File: src/gsh_ram.sv
// Generic single-write, single-read RAM with registered read data.
`default_nettype none
module gsh_ram #(
	parameter int WIDTH = 8,
	parameter int DEPTH = 16
) (
	input  wire logic                     clk,
	input  wire logic                     we,
	input  wire logic [$clog2(DEPTH)-1:0] waddr,
	input  wire logic [WIDTH-1:0]         wdata,
	input  wire logic                     re,
	input  wire logic [$clog2(DEPTH)-1:0] raddr,
	output logic      [WIDTH-1:0]         rdata
);
	logic [WIDTH-1:0] mem [DEPTH];

	always_ff @(posedge clk) begin
		if (we) begin
			mem[waddr] <= wdata;
		end
		if (re) begin
			rdata <= mem[raddr];
		end
	end
endmodule
`default_nettype wire

File: config.mk
export PLATFORM = sky130hd
export DESIGN_NAME = gsh_ram
export DESIGN_NICKNAME = d
export VERILOG_FILES = /design/src/gsh_ram.sv
export SDC_FILE = /design/constraint.sdc
export NUM_CORES = 1
export LEC_CHECK = 0
export BUFFER_PORTS_ARGS = -buffer_cell sky130_fd_sc_hd__buf_2
export CAP_MARGIN = 10
export CORE_ASPECT_RATIO = 1.4
export CORE_MARGIN = 10
export CORE_UTILIZATION = 48
export DETAILED_ROUTE_END_ITERATION = 8
export SYNTH_ARGS = -nofsm -noshare
export SYNTH_HDL_FRONTEND = slang
export SYNTH_SLANG_ARGS = --single-unit
File: constraint.sdc
create_clock -name clk -period 2.1 [get_ports clk]
set_input_delay 0.21 -clock clk [delete_from_list [all_inputs] [get_ports clk]]
set_output_delay 0.21 -clock clk [all_outputs]
set_load 0.1 [all_outputs]
==> run summary <==
Data required time of the critical path: 2.24 ns
Bufs on Longest Clock Path: 2
Final Hold Vio Count: 0
Total Nets Final: 304
Initial core utilization: 48.6%
Share of the yosys chip area belonging to registers: 78.1%
Sequential share of power: 47.1%
Antenna Violating Nets Remaining: 0
Number of antenna violations at the first check in global routing: 0
Netlist area before placement: 5230 um^2
Worst Setup Slack post-DPL: 0.311 ns
Chip width: 108 um
Wire length of the first global-routing pass: 15,800 um
Rows: 45
Transition time of the tightest slew-check pin: 0.513 ns
Starting DRT DRC Count: 132
Via count of the first global-routing pass: 2,518
Setup crit end kind: register
Top-level port count: 27
Most common cell after layout, fill and taps aside: sky130_fd_sc_hd__edfxtp_1
Core ar.: 10,800 um^2
Vias per inst: 5.51
Data arrival, critical path: 1.58 ns
Switching power share of the total: 19.5%
Post-detailed-placement half-perimeter wirelength: 6480 um
Post-CTS repair timing setup buffer count: 0
Count of hold-fix buffers inserted at cts: 0
Vias: 2,413
Gates resized, CTS repair: 0
Portion of total power attributed to combinational logic: 5.7%
Pwr Density: 1050 nW/um^2
Cell count after synthesis: 229
Relative contribution of the clock network to total power: 47.2%
Root buffer selected by CTS: sky130_fd_sc_hd__clkbuf_16
Post-synthesis to final-layout area growth: 19.5%
Inserted Clock Buffers: 17
Type of element launching the critical path: register
Fraction of the core area covered by cells at the end of the flow: 58.1%
Number of distinct library cell variants in the gate-level netlist after synthesis: 18
Final routed wire length divided by cell count: 23.9 um
Maximum frequency from static timing analysis: 696 MHz
Detailed Route WL: 10,400 um
Port-buffer cells: 26
RSZ-0062 raised after global routing: false
Biggest area consumer among synthesized cells: sky130_fd_sc_hd__edfxtp_1
Internal Dissipation: 5260 uW
Diodes inserted: 0
Count of flip-flops with a built-in enable after synthesis: 136
Cell types occupying the most area after synthesis: sky130_fd_sc_hd__edfxtp_1 (78%), sky130_fd_sc_hd__mux4_2 (7.8%), sky130_fd_sc_hd__mux4_1 (7.0%)
Async set-or-reset flop fraction in the synthesized netlist: 0%
Switching power total: 1270 uW
Period utilisation layout: 68.4%
Post-synthesis average cell area: 22.8 um^2
Static Leakage: 0.00213 uW
Run status: complete, no violations
Clock H-tree levels: 4
Max_slew headroom: 66.1%
Leftover overflow at the end of global routing: 0
Area enclosed by the die boundary: 15,500 um^2
Flip-flop and latch count after synthesis: 136
Y dimension of the die: 143 um
Warnings from Yosys: 0
Most common flop cell mapped by yosys: sky130_fd_sc_hd__edfxtp_1
Worst clock skew on the final layout: 0.00734 ns
Fraction of layout cells with a size suffix above 1: 31.0%
Total negative slack for setup checks: 0 ns
Insertion delay to the later sink of the worst-skew pair: 0.41 ns
Routability-driven placement congestion ratio: 0.739
CTS sink cnt: 136
Leading cell types in the layout, fill and taps excluded: sky130_fd_sc_hd__edfxtp_1 (136), sky130_fd_sc_hd__buf_2 (26), sky130_fd_sc_hd__buf_4 (19), sky130_fd_sc_hd__mux4_2 (18), sky130_fd_sc_hd__clkbuf_16 (17)
Total iterations of the first detailed-routing run: 4
Crit Path Category: register to register
Pins over their slew limit: 0
Syn nets: 248
Number of max-cap violations: 0
Highest ir drop seen on vdd: 0.573 mV
Largest driver fanout on the critical path: 1
Number of remaining DRC errors: 0
Clock tree from TritonCTS: yes
Post-CTS clock slew at the launch and capture registers of the worst setup and hold paths: 0.06 ns
Min Tclk post-route: 1.44 ns
Least setup slack across all paths after layout: 0.664 ns
Maximum number of pins on one net before global-route repair: 33
Synth top area share: 78.1%
Final setup viols: 0
Hold/Removal Path Class: input port to register
Tot GR Track Use: 14.7%
## flip-flops by register name (all words and copies together) (netlist names)
signal	cells
mem	128
rdata	8
## area by class of cell
class,count,area (um^2)
flip-flops and latches,136,4080
well taps,141,176
clock inverters,12,181
clock buffers,19,433
multi-input cells,83,1060
repair buffers,47,313
fillers,792,4510
## critical path: stages, from the launching register on
cell and delay (ns):
sky130_fd_sc_hd__edfxtp_1 0.35, sky130_fd_sc_hd__mux4_1 0.51, sky130_fd_sc_hd__a22oi_1 0.20, sky130_fd_sc_hd__nand2_1 0.11
## worst paths after layout
path / startpoint / endpoint / slack [ns] / cells past startpoint
hold / removal: re / rdata[4] / 0.17 / 1
setup reg to reg: mem[1][0] / rdata[0] / 0.66 / 3
setup / recovery: mem[1][0] / rdata[0] / 0.66 / 3
hold reg to reg: mem[8][4] / rdata[4] / 0.75 / 3
## cells in the mapped netlist, types with 2 or more instances
master                            number
sky130_fd_sc_hd__nor2_1               13
sky130_fd_sc_hd__a22oi_1              16
sky130_fd_sc_hd__mux4_2               18
sky130_fd_sc_hd__buf_2                 3
sky130_fd_sc_hd__nand3b_1              2
sky130_fd_sc_hd__edfxtp_1            136
sky130_fd_sc_hd__mux4_1               14
sky130_fd_sc_hd__nand2b_1              2
sky130_fd_sc_hd__nand2_1               9
sky130_fd_sc_hd__nor3_1                4
sky130_fd_sc_hd__buf_6                 3
sky130_fd_sc_hd__clkdlybuf4s25_2       3
## power by group through the flow
stage | clock [uW] | combinational, uW | sequential (uW)
6_report | 3080 | 375 | 3070
5_1_grt | 3250 | 404 | 3080
4_1_cts | 3120 | 385 | 3080
3_5_place_dp | 0 | 384 | 3130
3_3_place_gp | 0 | 379 | 3130
2_1_floorplan | 0 | 154 | 3220
## routing by layer
metal	vias to the layer above	global-route usage [%]	wire (um)
li1	1087	-	-
met5	-	0	0
met1	1243	18.7	4530
met2	71	22.7	5260
met3	12	4.39	512
met4	0	6.35	148
## kinds of logic (layout without fill, tap and decap cells)
group                  Yosys count  in the layout  share of synthesized area, %
and+or+nand+nor                 35             35                          3.14
buffers and inverters           10             78                          1.65
DFF                            136            136                          78.1
muxes                           32             32                          14.8
AOI/OAI and AO/OA               16             16                          2.30
## stage by stage
step | hold slack [ns] | std cells | total power [uW] | instance area [um^2]
2_1_floorplan | 0.309 | 229 | 3380 | 5230
3_3_place_gp | 0.595 | 407 | 3510 | 5630
3_5_place_dp | 0.592 | 407 | 3510 | 5630
4_1_cts | 0.159 | 438 | 6580 | 6240
5_1_grt | 0.154 | 438 | 6730 | 6240
6_report | 0.169 | 438 | 6530 | 6240
Power figures use the tool's default switching activity.
