[src/gsh_pkg.sv]
// Shared constants, types and helpers of the grid spatial hash.
`default_nettype none
package gsh_pkg;

	localparam int MAX_NODES   = 1024;
	localparam int GRID_BITS   = 5;
	localparam int COORD_BITS  = 16;
	localparam int MAX_MATCHES = 64;

	localparam int NODE_AW    = $clog2(MAX_NODES);
	localparam int GRID_SIDE  = 1 << GRID_BITS;
	localparam int CELL_AW    = 2 * GRID_BITS;
	localparam int GRID_CELLS = 1 << CELL_AW;
	localparam int MIN_SHIFT  = COORD_BITS - GRID_BITS;

	localparam int CMD_W      = 2;
	localparam int FIELD_W    = 16;
	localparam int IDX_W      = 10;
	localparam int SHIFT_W    = 4;
	localparam int RING_W     = 5;
	localparam int CFG_IDX_W  = 1;
	localparam int CFG_DATA_W = 5;
	localparam int SEFF_W     = 5;

	localparam int MUL_W  = (COORD_BITS > FIELD_W) ? COORD_BITS : FIELD_W;
	localparam int DIST_W = 2 * COORD_BITS + 1;
	localparam int GXW    = ((GRID_BITS > RING_W) ? GRID_BITS : RING_W) + 2;
	localparam int EXT_W  = GXW - 1;
	localparam int CNT_W  = $clog2(MAX_MATCHES + 1);
	localparam int CLR_N  = (GRID_CELLS > MAX_NODES) ? GRID_CELLS : MAX_NODES;
	localparam int CLR_W  = $clog2(CLR_N);

	typedef enum logic [CMD_W-1:0] {
		CMD_INSERT  = 2'd0,
		CMD_NEAREST = 2'd1,
		CMD_RADIUS  = 2'd2
	} cmd_t;

	typedef enum logic [CFG_IDX_W-1:0] {
		REG_CELL_SHIFT = 1'b0,
		REG_RING_LIMIT = 1'b1
	} reg_t;

	typedef enum logic [3:0] {
		ST_CLEAR,
		ST_IDLE,
		ST_DECODE,
		ST_INS_RD,
		ST_INS_WR,
		ST_SETUP,
		ST_CELL,
		ST_CELL_CHK,
		ST_NODE_RD,
		ST_NODE_DX,
		ST_NODE_DY,
		ST_EVAL,
		ST_RING_SQ,
		ST_RING_CHK,
		ST_FIN
	} state_t;

	typedef struct packed {
		logic               occ;
		logic [NODE_AW-1:0] head;
		logic [NODE_AW-1:0] tail;
	} cell_t;

	function automatic logic [IDX_W-1:0] to_idx(input logic [NODE_AW-1:0] n);
		logic [31:0] t;
		t = 32'(n);
		return t[IDX_W-1:0];
	endfunction

endpackage
`default_nettype wire

[src/gsh_alu.sv]
// Shared unit: absolute difference of two operands, squared.
`default_nettype none
module gsh_alu (
	input  wire logic [gsh_pkg::MUL_W-1:0]   a,
	input  wire logic [gsh_pkg::MUL_W-1:0]   b,
	output logic      [2*gsh_pkg::MUL_W-1:0] sq
);
	logic [gsh_pkg::MUL_W-1:0] diff;

	always_comb begin
		diff = (a > b) ? (a - b) : (b - a);
		sq   = diff * diff;
	end
endmodule
`default_nettype wire

[config.mk]
export PLATFORM = sky130hd
export DESIGN_NAME = gsh_alu
export DESIGN_NICKNAME = d
export VERILOG_FILES = /design/src/gsh_pkg.sv /design/src/gsh_alu.sv
export SDC_FILE = /design/constraint.sdc
export NUM_CORES = 1
export LEC_CHECK = 0
export CAP_MARGIN = 30
export CORE_ASPECT_RATIO = 1.75
export CORE_MARGIN = 3
export CORE_UTILIZATION = 32
export DETAILED_ROUTE_END_ITERATION = 8
export DONT_BUFFER_PORTS = 1
export PLACE_DENSITY = 0.48
export SYNTH_ARGS = -nofsm -noshare
export SYNTH_HDL_FRONTEND = slang
export SYNTH_SLANG_ARGS = --single-unit
[constraint.sdc]
create_clock -name vclk -period 18.46
set_input_delay 4.615 -clock vclk [all_inputs]
set_output_delay 4.615 -clock vclk [all_outputs]
set_load 0.05 [all_outputs]
==> run metrics <==
outcome=finished clean; Core Footprint=26800 µm²; Initial Util=32.7%; Detailed Place HPWL=20900 µm; full die area=29500 µm²; number of clock buffers in the layout=0; std cell rows=79; Total GRT Usage=16.3%; register area share after synthesis=0%; chip width=131 µm; min Tclk post-route=17870 ps; FMAX=55.9 MHz; PortBufs=0; hold path startpoint=b[0]; DRT Pass-1 Iters=4; GPL Wtd Cong=0.841; Syn Inst Count=1032; critical path class=in2out; Worst path slowest cell=fa_1; Hold Vio Cnt, Final=0; initial drt markers=153; vias in the first global route=7621; Final TNS setup=0 ps; Post-Route WL=23200 µm; Mapped Area=8750 µm²; antenna violations before repair=0; first-pass GRT wire length=38200 µm; final setup fails=0; via count=6751; most common cell after layout, fill and taps aside=inv_1; largest net degree at the start of global routing=16; io pins=64; crit path max fanout=10; chip height=225 µm; num sequential=0; Hold WC Path Type=in2out; max-slew violation count=0; grt ovf=0; RSZ-0062 raised after global routing=no; max_cap viols=0; Startpoint Class=primary input; crit path DAT=13260 ps; register area=0 µm²; Worst setup EP type=output pin; hold path endpoint=sq[0]; Residual DRC=0; Worst Path Required=13850 ps; layout cell share with drive strength beyond 1=7.60%; Ys Warns=0; fillers=2852; commonest cells after routing, fill and taps aside=inv_1 (271), fa_1 (164), ha_1 (129); Distinct cells, synth=67; drt via density=4.76; period utilization=96.8%; syn avg cell area=8.48 µm²; diodes inserted=0; Syn Nets=1357; WL/cell=16.4 µm; antenna-violating nets left=0; CP max stage delay=540 ps; Worst-Margin Slew=1050 ps; Area Growth Syn to Fin=7.60%; hold_buf cts=0; Total Nets Final=1380; worst rel slew slack=30.5%; most frequent CP cell=fa_1; worst hold path stage count=3
==> per-stage QoR <==
stage	area [µm²]	utilization [%]	setup WS [ps]	std cells	hold WS [ps]
CTS	9400	35.1	158	1415	10020
detailed placement	9400	35.1	173	1415	10020
finish	9420	35.2	587	1417	10000
floorplan	8750	-	1040	1032	9630
global placement	9370	35.0	173	1412	10000
global route	9420	35.2	86.0	1417	10050
==> worst max-delay path, delay by kind of cell <==
kind / cells / cell delay (ps)
adders and majority gates: 8 / 3920
muxes: 1 / 410
xor gates and xnor gates: 2 / 360
AOI/OAI and AO/OA: 6 / 1490
and+or+nand+nor: 8 / 1860
buffers and inverters: 7 / 580
==> cells by family (layout without fill, tap and decap cells) <==
| family | after synthesis | in the layout | share of synthesized area (%) |
|---|---|---|---|
| fa+ha+maj | 293 | 293 | 55.9 |
| mux | 9 | 9 | 1.07 |
| buf+inv | 302 | 323 | 13.7 |
| simple gates | 226 | 226 | 11.7 |
| xor+xnor | 47 | 47 | 5.26 |
| other cells | 1 | 1 | 0.0428 |
| compound gates | 154 | 154 | 12.3 |
==> worst max path at each step <==
| stage | depth (start not counted) | start | to |
|---|---|---|---|
| floorplan | 34 | a[0] | sq[31] |
| global placement | 34 | a[5] | sq[25] |
| detailed placement | 34 | a[13] | sq[25] |
| CTS | 34 | a[5] | sq[25] |
| global route | 34 | a[13] | sq[25] |
| finish | 32 | a[10] | sq[31] |
==> cell type report <==
cell class	instances	area, µm²	share of cell area (%)
tap	364	455	4.84
timing repair buffer	48	360	3.83
multi-input combinational	730	7570	80.4
inverter	275	1030	11.0
==> layer usage <==
metal,track usage [%],up-vias,share of wire [%]
met5,0,-,0
met4,3.52,0,2.9
met3,0.737,36,1.9
met2,34.0,89,61
met1,17.2,3381,35
li1,-,3245,-
==> Yosys cell counts (all sizes together), types with 2 or more instances <==
master     n  area (µm²)
a2111oi    2        23.8
a211o      2        17.5
a211oi     6        57.6
a21o      23         173
a21oi     47         243
a221o      3        30.0
a221oi     2        23.8
a31o       4        35.0
a31oi      5        31.3
and2       9        56.3
and3       5        31.3
and4       5        46.3
buf       20         139
clkbuf     7        26.3
fa       164        3280
ha       129        1610
inv      275        1030
mux2       3        33.8
mux2i      6        60.1
nand2     93         349
nand2b     8        50.1
nand3      8        40.0
nand4      5        31.3
nor2      71         279
nor2b      6        37.5
nor3       6        30.0
nor4       2        12.5
o2111ai    2        17.5
o211a      2        20.0
o211ai     4        30.0
o21a      12        90.1
o21ai     23         119
o21bai     5        37.5
o31ai      5        42.5
or3        2        12.5
or3b       2        17.5
xnor2     33         330
xor2      14         130
==> repair_timing <==
action                                 4_1_cts  5_1_grt
endpoints found under the hold margin        0        0
resized for setup                            0        1
setup buffers                                0        2
setup endpoints to repair                    0       10
Power is not shown: default switching activity piles up to over one toggle a cycle in this logic, so the estimate is an artifact.
